[config.mk]
export PLATFORM = sky130hd
export DESIGN_NAME = hmap_match
export DESIGN_NICKNAME = d
export VERILOG_FILES = /design/src/hw/rtl/assert_macros.svh /design/src/hw/rtl/hmap_pkg.sv /design/src/hw/rtl/hmap_match.sv
export SDC_FILE = /design/constraint.sdc
export NUM_CORES = 1
export LEC_CHECK = 0
export ABC_CLOCK_PERIOD_IN_PS = 1200
export BUFFER_PORTS_ARGS = -buffer_cell sky130_fd_sc_hd__buf_4
export CAP_MARGIN = 20
export CORE_MARGIN = 5
export CORE_UTILIZATION = 23
export DETAILED_ROUTE_END_ITERATION = 7
export PLACE_DENSITY = 0.9
export SLEW_MARGIN = 20
export SYNTH_ARGS = -nofsm -noshare
export SYNTH_HDL_FRONTEND = slang
export SYNTH_SLANG_ARGS = --single-unit
[constraint.sdc]
create_clock -name vclk -period 1.2
set_input_delay 0.06 -clock vclk [all_inputs]
set_output_delay 0.06 -clock vclk [all_outputs]
set_load 0.1 [all_outputs]
[src/hw/rtl/assert_macros.svh]
// assertion macros used by the rtl file that checks its own behavior
// no dependencies; define ASSERT_OFF to compile the checks away
`ifndef ASSERT_MACROS_SVH
`define ASSERT_MACROS_SVH

`ifndef ASSERT_OFF
// property must hold at every clock edge out of reset
`define ASSERT_HOLDS(lbl, prop, msg) \
  lbl: assert property (@(posedge clk_i) disable iff (!rst_ni) (prop)) else $error(msg);
// expression must never be true out of reset
`define ASSERT_NEVER(lbl, expr, msg) \
  lbl: assert property (@(posedge clk_i) disable iff (!rst_ni) !(expr)) else $error(msg);
`else
`define ASSERT_HOLDS(lbl, prop, msg)
`define ASSERT_NEVER(lbl, expr, msg)
`endif

`endif

[src/hw/rtl/hmap_pkg.sv]
// shared types, constants and helpers of the linear probe hash map
// no dependencies; used by every module of the block
package hmap_pkg;

  // table geometry (slot count is a power of two, home slot is the low key bits)
  localparam int unsigned Slots     = 128;
  localparam int unsigned KeyBits   = 32;
  localparam int unsigned ValueBits = 32;
  localparam int unsigned SlotBits  = $clog2(Slots);

  typedef logic [SlotBits-1:0] slot_idx_t;

  typedef enum logic [1:0] {
    REQ_INSERT = 2'd0,
    REQ_SEARCH = 2'd1,
    REQ_REMOVE = 2'd2
  } req_e;

  typedef enum logic [2:0] {
    ST_STORED  = 3'd0,
    ST_FOUND   = 3'd1,
    ST_MISSING = 3'd2,
    ST_REMOVED = 3'd3,
    ST_FULL    = 3'd4
  } status_e;

  typedef enum logic [1:0] {
    TAG_EMPTY   = 2'd0,
    TAG_USED    = 2'd1,
    TAG_DELETED = 2'd2
  } tag_e;

  typedef enum logic {
    S_IDLE  = 1'b0,
    S_PROBE = 1'b1
  } state_e;

  // request beat
  typedef struct packed {
    req_e                        req_type;
    logic [KeyBits-1:0]          key;
    logic signed [ValueBits-1:0] value;
  } req_t;

  // result beat
  typedef struct packed {
    status_e                     status;
    logic signed [ValueBits-1:0] found_value;
  } rsp_t;

  // one table entry
  typedef struct packed {
    tag_e                        tag;
    logic [KeyBits-1:0]          key;
    logic signed [ValueBits-1:0] value;
  } slot_t;

  // compare unit flags for the slot under probe
  typedef struct packed {
    logic is_empty;
    logic is_hit;
    logic is_deleted;
  } match_t;

  function automatic slot_idx_t home_slot(input logic [KeyBits-1:0] key);
    return key[SlotBits-1:0];
  endfunction

  function automatic slot_idx_t next_slot(input slot_idx_t s);
    return (s == slot_idx_t'(Slots - 1)) ? '0 : s + slot_idx_t'(1);
  endfunction

endpackage

[src/hw/rtl/hmap_match.sv]
// compare unit shared by every probe step: tag decode and key compare
// depends on hmap_pkg
module hmap_match (
  input  hmap_pkg::slot_t               slot_i,
  input  logic [hmap_pkg::KeyBits-1:0]  key_i,
  output hmap_pkg::match_t              match_o
);
  import hmap_pkg::*;

  // key compare only counts on an occupied slot
  always_comb begin
    match_o.is_empty   = (slot_i.tag == TAG_EMPTY);
    match_o.is_hit     = (slot_i.tag == TAG_USED) && (slot_i.key == key_i);
    match_o.is_deleted = (slot_i.tag == TAG_DELETED);
  end

endmodule

==> run_results.csv <==
group,metric,value,unit
pwr,p_sw_frac,0.377,
drt,drtIter0Drc,2,
finish,num-fill-cells,155,
finish,final-seq-area,0,um^2
floorplanning,row_count,14,
setup_path,crit_slowest_cell,"nor4_1",
synth,synth_cells,46,
pwr,ir_drop,158,uV
synth,yosysUniqueCellTypes,9,
pwr,p_comb_frac,1.000,
floorplanning,dieArea,0.00251,mm^2
setup_path,worstSetupPathType,"in -> out",
pwr,p_sw,0.123,mW
finish,nFlopsAndLatches,0,
pwr,internal-power,0.203,mW
finish,final_common_cell,"buf_4",
global_routing,grt_pass1_wl,2740,um
status,status,"finished, violations left",
setup_path,endpoint_kind,"primary output",
floorplanning,design.core.area,0.00151,mm^2
timing,rsz0062_at_grt,"yes",
global_routing,grt_usage,0.131,
floorplanning,die_w,50.1,um
finish,drive_gt1_frac,0.652,
finish,final_area,972,um^2
synth,ys_warn_count,0,
floorplanning,io_pins,101,
timing,finalHoldViolations,0,
timing,drv_slew,0,
drt,dr.pass1.iters,2,
min_path,hp-class,"in -> out",
setup_path,cp.required,1140,ps
drt,wirelength,1780,um
drt,viasPerCell,4.44,
global_routing,grt_max_degree,4,
drt,route.detailed.drc,0,
timing,fin_setup_tns,-113,ps
synth,syn-cell-area,369,um^2
pwr,seqPwrFrac,0,
timing,max_slew_margin,0.810,
finish,nNetsFinal,215,
place,port-buffer-count,69,
cts,cts_setup_buffers,0,
timing,finalSetupViolCount,1,
finish,area_growth,163,%
place,hpwlAfterDp,1590,um
synth,synth_area_leaders,"xor2_1, nor4_1, xnor2_1",
synth,synth.avg_cell_area,8.02,um^2
status,violations,"negative setup slack",
drt,ant_nets,0,
timing,clock.fmax,761,MHz
floorplanning,die_y,50.1,um
setup_path,cp.arrival,1250,ps
pwr,p_leak,0.500,nW
synth,synth_nets,144,
synth,synth_top_cell_by_area,"xor2_1",
timing,final.period_utilization,1.09,
pwr,finalPower,0.325,mW
setup_path,cp_num_buf_inv,2,
setup_path,path_delay_family,"simple AND/OR/NAND/NOR gates",
synth,seq_area_frac_synth,0,
finish,multi_input_area,399,um^2
floorplanning,initial_core_util,0.245,
pwr,powerDensity,334,mW/mm^2
place,gp_congestion,0.673,
global_routing,overflow,0,
setup_path,worstPathMaxFanout,1,
setup_path,max_stage_delay,300,ps
drt,wl_per_cell,13.6,um
timing,worst_pin_slew,282,ps
synth,synth_top_area_share,0.688,
finish,clkbuf_count,0,
setup_path,startpoint_type,"input pin",
place,place_area,918,um^2
finish,num_antenna_cells,0,
pwr,clkPwrFrac,0,
global_routing,grt_pass1_vias,659,
timing,period_needed,1310,ps
global_routing,antenna_found_initial,0,
drt,vias,581,
timing,fin_worst_hold_slack,461,ps
finish,final_cell_mix,"buf_4, xor2_1, buf_6, nor4_1",
timing,fin_ws,-113,ps
run,maxCapViolations,0,
setup_path,worstPathCellList,"buf_4, xor2_1, nor4_1, nand4_1, nor3_4, buf_12",
worst min-delay path: stages:
cell and delay [ps]:
buf_4 90, nor2_2 30, buf_4 220
power by group through the flow:
stage	Sequential (mW)	Clock, mW	Combinational (mW)
floorplan	0	0	0.110
global placement	0	0	0.301
global route	0	0	0.352
CTS	0	0	0.313
detailed placement	0	0	0.309
finish	0	0	0.325
cells in the mapped netlist (all sizes together):
cell / number
nand3: 1
nor3b: 1
nor2: 1
nor4: 7
nor2b: 1
xor2: 29
nand4: 2
nor3: 1
xnor2: 3
per-stage QoR:
step / worst slack (ps) / utilization / cells
5_1_grt: -142 / 0.645 / 131
2_1_floorplan: -300 / - / 46
3_5_place_dp: -197 / 0.610 / 131
6_report: -113 / 0.645 / 131
3_3_place_gp: -224 / 0.610 / 131
4_1_cts: -110 / 0.625 / 131
per-layer routing:
| layer | track usage | part of all wire | up-vias |
|---|---|---|---|
| li1 | - | - | 297 |
| met1 | 0.139 | 0.29 | 258 |
| met2 | 0.274 | 0.65 | 26 |
| met3 | 0.0181 | 0.059 | 0 |
| met4 | 0 | 0 | 0 |
| met5 | 0 | 0 | - |
logic make-up (layout without fill, tap and decap cells):
| family | after synthesis | after routing | synth area share |
|---|---|---|---|
| buf+inv | 0 | 69 | 0 |
| simple gates | 14 | 14 | 0.241 |
| xor+xnor | 32 | 32 | 0.759 |
worst paths after layout:
| kind | start | endpoint | slack (ps) | depth (start not counted) |
|---|---|---|---|---|
| worst max-delay path | key_i[15] | match_o[1] | -110 | 6 |
| worst min-delay path | slot_i[65] | match_o[2] | 460 | 3 |
layout make-up:
cell class                 count  area share
multi-input combinational     46       0.411
timing repair buffer          69       0.569
tap                           16      0.0206
what timing repair did:
action,CTS,global route
endpoints found under the hold margin,0,0
hold buffers,0,0
gates cloned,0,0
pin swaps,7,7
setup endpoints to repair,1,1
resized for setup,6,6
(Power assumes the default switching activity.)
