==> config.mk <==
export PLATFORM = sky130hd
export DESIGN_NAME = hmap_ctrl
export DESIGN_NICKNAME = d
export VERILOG_FILES = /design/src/hw/rtl/assert_macros.svh /design/src/hw/rtl/hmap_pkg.sv /design/src/hw/rtl/hmap_ctrl.sv
export SDC_FILE = /design/constraint.sdc
export NUM_CORES = 1
export LEC_CHECK = 0
export BUFFER_PORTS_ARGS = -buffer_cell sky130_fd_sc_hd__clkbuf_2
export CAP_MARGIN = 5
export CORE_MARGIN = 3
export CORE_UTILIZATION = 38
export DETAILED_ROUTE_END_ITERATION = 8
export PLACE_DENSITY_LB_ADDON = 0.3
export SYNTH_ARGS = -nofsm -noshare
export SYNTH_HDL_FRONTEND = slang
export SYNTH_SLANG_ARGS = --single-unit
==> constraint.sdc <==
create_clock -name clk_i -period 2.3 [get_ports clk_i]
set_clock_uncertainty 0.05 [all_clocks]
set_input_delay 0.575 -clock clk_i [delete_from_list [all_inputs] [get_ports clk_i]]
set_output_delay 0.575 -clock clk_i [all_outputs]
set_load 0.02 [all_outputs]
==> src/hw/rtl/assert_macros.svh <==
// assertion macros used by the rtl file that checks its own behavior
// no dependencies; define ASSERT_OFF to compile the checks away
`ifndef ASSERT_MACROS_SVH
`define ASSERT_MACROS_SVH

`ifndef ASSERT_OFF
// property must hold at every clock edge out of reset
`define ASSERT_HOLDS(lbl, prop, msg) \
  lbl: assert property (@(posedge clk_i) disable iff (!rst_ni) (prop)) else $error(msg);
// expression must never be true out of reset
`define ASSERT_NEVER(lbl, expr, msg) \
  lbl: assert property (@(posedge clk_i) disable iff (!rst_ni) !(expr)) else $error(msg);
`else
`define ASSERT_HOLDS(lbl, prop, msg)
`define ASSERT_NEVER(lbl, expr, msg)
`endif

`endif

==> src/hw/rtl/hmap_pkg.sv <==
// shared types, constants and helpers of the linear probe hash map
// no dependencies; used by every module of the block
package hmap_pkg;

  // table geometry (slot count is a power of two, home slot is the low key bits)
  localparam int unsigned Slots     = 128;
  localparam int unsigned KeyBits   = 32;
  localparam int unsigned ValueBits = 32;
  localparam int unsigned SlotBits  = $clog2(Slots);

  typedef logic [SlotBits-1:0] slot_idx_t;

  typedef enum logic [1:0] {
    REQ_INSERT = 2'd0,
    REQ_SEARCH = 2'd1,
    REQ_REMOVE = 2'd2
  } req_e;

  typedef enum logic [2:0] {
    ST_STORED  = 3'd0,
    ST_FOUND   = 3'd1,
    ST_MISSING = 3'd2,
    ST_REMOVED = 3'd3,
    ST_FULL    = 3'd4
  } status_e;

  typedef enum logic [1:0] {
    TAG_EMPTY   = 2'd0,
    TAG_USED    = 2'd1,
    TAG_DELETED = 2'd2
  } tag_e;

  typedef enum logic {
    S_IDLE  = 1'b0,
    S_PROBE = 1'b1
  } state_e;

  // request beat
  typedef struct packed {
    req_e                        req_type;
    logic [KeyBits-1:0]          key;
    logic signed [ValueBits-1:0] value;
  } req_t;

  // result beat
  typedef struct packed {
    status_e                     status;
    logic signed [ValueBits-1:0] found_value;
  } rsp_t;

  // one table entry
  typedef struct packed {
    tag_e                        tag;
    logic [KeyBits-1:0]          key;
    logic signed [ValueBits-1:0] value;
  } slot_t;

  // compare unit flags for the slot under probe
  typedef struct packed {
    logic is_empty;
    logic is_hit;
    logic is_deleted;
  } match_t;

  function automatic slot_idx_t home_slot(input logic [KeyBits-1:0] key);
    return key[SlotBits-1:0];
  endfunction

  function automatic slot_idx_t next_slot(input slot_idx_t s);
    return (s == slot_idx_t'(Slots - 1)) ? '0 : s + slot_idx_t'(1);
  endfunction

endpackage

==> src/hw/rtl/hmap_ctrl.sv <==
// probe sequencer: walks the cluster one slot a cycle, then commits and answers
// depends on hmap_pkg; drives hmap_slot_mem and reads hmap_match flags
module hmap_ctrl (
  input  logic                          clk_i,
  input  logic                          rst_ni,
  input  logic                          start_i,
  output logic                          busy_o,
  input  hmap_pkg::req_t                req_i,
  output logic                          done_o,
  output hmap_pkg::rsp_t                rsp_o,
  output hmap_pkg::slot_idx_t           rd_addr_o,
  input  hmap_pkg::slot_t               rd_slot_i,
  input  hmap_pkg::match_t              match_i,
  output logic [hmap_pkg::KeyBits-1:0]  key_o,
  output logic                          wr_en_o,
  output hmap_pkg::slot_idx_t           wr_addr_o,
  output hmap_pkg::slot_t               wr_slot_o
);
  import hmap_pkg::*;

  state_e                      state_q, state_d;
  slot_idx_t                   cur_q, free_q, cnt_q;
  logic                        has_free_q;
  logic [KeyBits-1:0]          key_q;
  logic signed [ValueBits-1:0] val_q;
  req_e                        op_q;
  logic                        done_q, done_d;
  rsp_t                        rsp_q, rsp_d;

  logic      req_ok, accept, take_free, any_free, lap_end, probe_done;
  slot_idx_t free_sel;

  // request decode and probe step decisions
  always_comb begin
    req_ok     = (req_i.req_type == REQ_INSERT) || (req_i.req_type == REQ_SEARCH) ||
                 (req_i.req_type == REQ_REMOVE);
    accept     = (state_q == S_IDLE) && start_i;
    take_free  = !has_free_q && (match_i.is_empty || match_i.is_deleted);
    free_sel   = take_free ? cur_q : free_q;
    any_free   = has_free_q || take_free;
    lap_end    = (cnt_q == slot_idx_t'(Slots - 1));
    probe_done = match_i.is_empty || match_i.is_hit || lap_end;
  end

  // next state
  always_comb begin
    state_d = state_q;
    unique case (state_q)
      S_IDLE: begin
        if (start_i && req_ok) begin
          state_d = S_PROBE;
        end
      end
      S_PROBE: begin
        if (probe_done) begin
          state_d = S_IDLE;
        end
      end
      default: state_d = S_IDLE;
    endcase
  end

  // outputs: read address, commit write, result beat
  always_comb begin
    rd_addr_o = next_slot(cur_q);
    wr_en_o   = 1'b0;
    wr_addr_o = cur_q;
    wr_slot_o = '{tag: TAG_USED, key: key_q, value: val_q};
    done_d    = 1'b0;
    rsp_d     = '{status: ST_MISSING, found_value: '0};
    unique case (state_q)
      S_IDLE: begin
        rd_addr_o = home_slot(req_i.key);
        // unused request code answers without a probe
        if (start_i && !req_ok) begin
          done_d = 1'b1;
        end
      end
      S_PROBE: begin
        if (probe_done) begin
          done_d = 1'b1;
          case (op_q)
            REQ_INSERT: begin
              if (match_i.is_hit) begin
                wr_en_o      = 1'b1;
                rsp_d.status = ST_STORED;
              end else if (any_free) begin
                wr_en_o      = 1'b1;
                wr_addr_o    = free_sel;
                rsp_d.status = ST_STORED;
              end else begin
                rsp_d.status = ST_FULL;
              end
            end
            REQ_SEARCH: begin
              if (match_i.is_hit) begin
                rsp_d.status      = ST_FOUND;
                rsp_d.found_value = rd_slot_i.value;
              end
            end
            REQ_REMOVE: begin
              if (match_i.is_hit) begin
                wr_en_o       = 1'b1;
                wr_slot_o.tag = TAG_DELETED;
                rsp_d.status  = ST_REMOVED;
              end
            end
            default: ;
          endcase
        end
      end
      default: ;
    endcase
  end

  // control registers
  always_ff @(posedge clk_i or negedge rst_ni) begin
    if (!rst_ni) begin
      state_q    <= S_IDLE;
      done_q     <= 1'b0;
      cnt_q      <= '0;
      has_free_q <= 1'b0;
    end else begin
      state_q <= state_d;
      done_q  <= done_d;
      if (accept) begin
        cnt_q      <= '0;
        has_free_q <= 1'b0;
      end else if (state_q == S_PROBE && !probe_done) begin
        cnt_q <= cnt_q + slot_idx_t'(1);
        if (take_free) begin
          has_free_q <= 1'b1;
        end
      end
    end
  end

  // request and probe payload
  always_ff @(posedge clk_i) begin
    rsp_q <= rsp_d;
    if (accept) begin
      cur_q <= home_slot(req_i.key);
      key_q <= req_i.key;
      val_q <= req_i.value;
      op_q  <= req_i.req_type;
    end else if (state_q == S_PROBE && !probe_done) begin
      cur_q <= next_slot(cur_q);
      if (take_free) begin
        free_q <= cur_q;
      end
    end
  end

  assign busy_o = (state_q != S_IDLE);
  assign done_o = done_q;
  assign rsp_o  = rsp_q;
  assign key_o  = key_q;

endmodule

==> metrics <==
Pre-antenna DRT Iters=4; top_reg_cell synth=edfxtp_1; Worst Setup SP=cnt_q[0]$_DFFE_PN0P_; layout cells sized above 1=0.600; P&R area growth vs syn=50.9%; Reg2Reg Depth=9; Max-Cap Viols=0; dpl ws=-225 ps; Top delay family on crit path=simple AND/OR/NAND/NOR gates; CTS tree=done; crit path buf inv count=1; top layer in use=met4; Unique masters post-synth=38; Max Root-Sink Buffers=2; CP peak stage delay=450 ps; global-route wire length before repair=17,100 um; Synthesis Warnings=0; Synth Instances=305; final hold violation count=0; Antenna Cells=0; area leader, netlist=edfxtp_1; RSZ-0062 raised after global routing=true; GR Util All Layers=0.173; area of the mapped netlist=4550 sq um; post-route setup slack=-424 ps; largest net degree at the start of global routing=41; clock power share=0.417; # DRC=0; Critical Path AT=2100 ps; final setup fails=12; worst-margin pin slew=854 ps; main combinational cell family by area after synthesis=simple AND/OR/NAND/NOR gates; Clk Tree Root Cell=clkbuf_16; WL met2=6460 um; multiplexer area fraction after synthesis=0.0256; critical path class=register to output pin; DR WL met3=1140 um; I/O pin cnt=288; worst endpoint required time=1670 ps; drt wl/cell=16.4 um; CP startpoint kind=register; worst-path cell chain=ha_2 > and3_4 > a21oi_2 > and4bb_4 > mux2_4 > buf_8; final period utilization=1.18; Seq cells post-synth=125; Comb power frac=0.150; Worst Setup EP=wr_addr_o[1]; Lkg Pwr=3.20 nW; VDD IR max=0.501 mV; outcome=finished with violations; Final nets=715; die height=115 um; Detailed Route WL=12,000 um; critical path's slowest cell=and4bb_4; Reg power frac=0.433; Switching Fraction=0.249; failing checks=negative setup slack; TritonCTS Buffers=17; xor/xnor share of the synthesized area=0.0115; worst hold path type=primary input to register; Initial Util=0.393; Stages on worst setup path=6; pwr/cell area=876 nW/um^2; Die ar.=13,300 sq um; max-slew violations=0; vias post-DR=3,302; total core area=11,600 sq um; worst-skew pair later-pin latency=400 ps; gr ovfl total=0; crit path max fanout=7; Detailed Route Iter0 Violations=146; # clock sinks=125; H-tree depth=4; Int Pwr=0.00452 W; flop2flop setup slack=180 ps; Synth Area in Adders=0.00550; Syn Area/Cell=14.9 sq um; Tmin final=2720 ps; Async S/R FF share, synth=0.0800; CTS clk-pin slew, worst paths=50 ps; Synth area leaders=edfxtp_1 53%, dfxtp_1 15%, dfrtp_1 5.5%; Switch Pwr=0.00150 W; Post-Synth Simple-Gate Area=0.108; Post-DRT Antenna Nets=0; Post-DP HPWL=8990 um; WL met1=4130 um; Final Core Density=0.594; compound-cell area share of the yosys netlist=0.0432; fmax=0.367 GHz; initial antenna violation count=0; Seq/Total Area, Yosys=0.737; row cnt=39; global placer's final weighted congestion=0.819; DR vias/cell=4.52; Critical R2R Launch=cnt_q[0]$_DFFE_PN0P_; Mapped Nets=445; Max-slew headroom=0.431; vias in the first global route=3,297; top cell type's share of synthesized area=0.528; Worst setup EP type=output pin; Die W=115 um; IO Port Bufs=253; Post-synth EDFFs=80
-- registers in the layout, summed over array words and instances, names as in the netlist, named ones only --
register and flops:
cur_q 7, done_o 1, rsp_o 35, op_q 2
busy_o 1, val_q 32, has_free_q 1, key_o 32
cnt_q 7
-- cells by family after synthesis --
logic type | after synthesis
compound gates | 29
xor+xnor | 6
fa+ha+maj | 2
buf+inv | 46
flops | 125
mux | 8
simple gates | 89
-- cells in the final DEF (no fill, tap or decap), drive strengths merged, types with 2 or more instances in the layout --
master / instances
a21o: 3
a21oi: 11
and2: 33
and3: 5
buf: 49
bufinv: 2
clkbuf: 262
clkinv: 7
clkinvlp: 2
dfrtp: 10
dfxtp: 35
edfxtp: 80
ha: 2
inv: 6
mux2: 8
nand2: 19
nand3: 11
nor2: 14
nor3: 3
o21ai: 3
o31ai: 6
xnor2: 3
xor2: 3
-- cells in the mapped netlist, types with 3 or more instances --
cell and n:
edfxtp_1 80, dfxtp_1 35, nor2_1 14, o21ai_0 3
a21oi_1 10, xnor2_1 3, and3_1 3, dfrtp_1 10
mux2_4 7, buf_4 32, buf_2 3, o31ai_1 6
nand2_1 19, clkbuf_2 3, inv_1 5, xor2_1 3
and2_1 33, nand3_1 11
-- per-stage QoR --
step / area (sq um) / power (W) / hold slack, ps / TNS (ps) / cells
2_1_floorplan: 4560 / 0.00309 / 229 / -69.0 / 305
3_3_place_gp: 5930 / 0.00340 / 411 / -1210 / 685
3_5_place_dp: 5930 / 0.00342 / 412 / -1530 / 685
4_1_cts: 6720 / 0.00601 / 275 / -3400 / 725
5_1_grt: 6870 / 0.00626 / 275 / -4650 / 731
6_report: 6870 / 0.00602 / 296 / -3460 / 731
-- power groups by stage --
stage,clock network (W),logic (W),registers [W]
floorplan,0,0.000326,0.00277
global placement,0,0.000758,0.00264
detailed placement,0,0.000768,0.00265
CTS,0.00256,0.000841,0.00260
global route,0.00268,0.000967,0.00262
finish,0.00251,0.000903,0.00261
-- worst reg2reg max path: stages (launching register included) --
cell	delay, ps
dfrtp_1	380
ha_2	190
and3_4	150
buf_4	130
buf_6	100
buf_6	110
buf_4	140
a21o_4	240
nor3_4	200
buf_12	150
-- cell type report --
class	instances	area, sq um
fillers	925	4700
well taps	143	179
repair buffers	292	1730
multi-input cells	134	1030
clock inverters	12	121
clock buffers	20	437
inverters	5	18.8
flip-flops and latches	125	3350
-- per-layer routing --
metal  up-vias  track usage
met2       156        0.304
li1       1593            -
met4         0       0.0720
met1      1536        0.185
met3        17       0.0674
met5         -            0
-- what timing repair did --
| item | 4_1_cts | 5_1_grt |
|---|---|---|
| hold buffers | 1 | 0 |
| gates resized for setup | 42 | 27 |
| setup endpoints to repair | 13 | 14 |
| pin swaps | 10 | 10 |
| hold endpoints to repair | 10 | 0 |
| buffers inserted | 7 | 7 |
-- worst min path at each step --
stage / from / endpoint / slack [ps] / depth (start not counted)
after floorplan: rst_ni / busy_o$_DFF_PN0_ / 230 / 0
after global placement: rst_ni / done_o$_DFF_PN0_ / 410 / 1
after detailed placement: rst_ni / done_o$_DFF_PN0_ / 410 / 1
after CTS: req_i[10] / val_q[10]$_DFFE_PP_ / 280 / 1
after global routing: req_i[14] / val_q[14]$_DFFE_PP_ / 270 / 1
final: req_i[10] / val_q[10]$_DFFE_PP_ / 300 / 1
(Power assumes the default switching activity.)
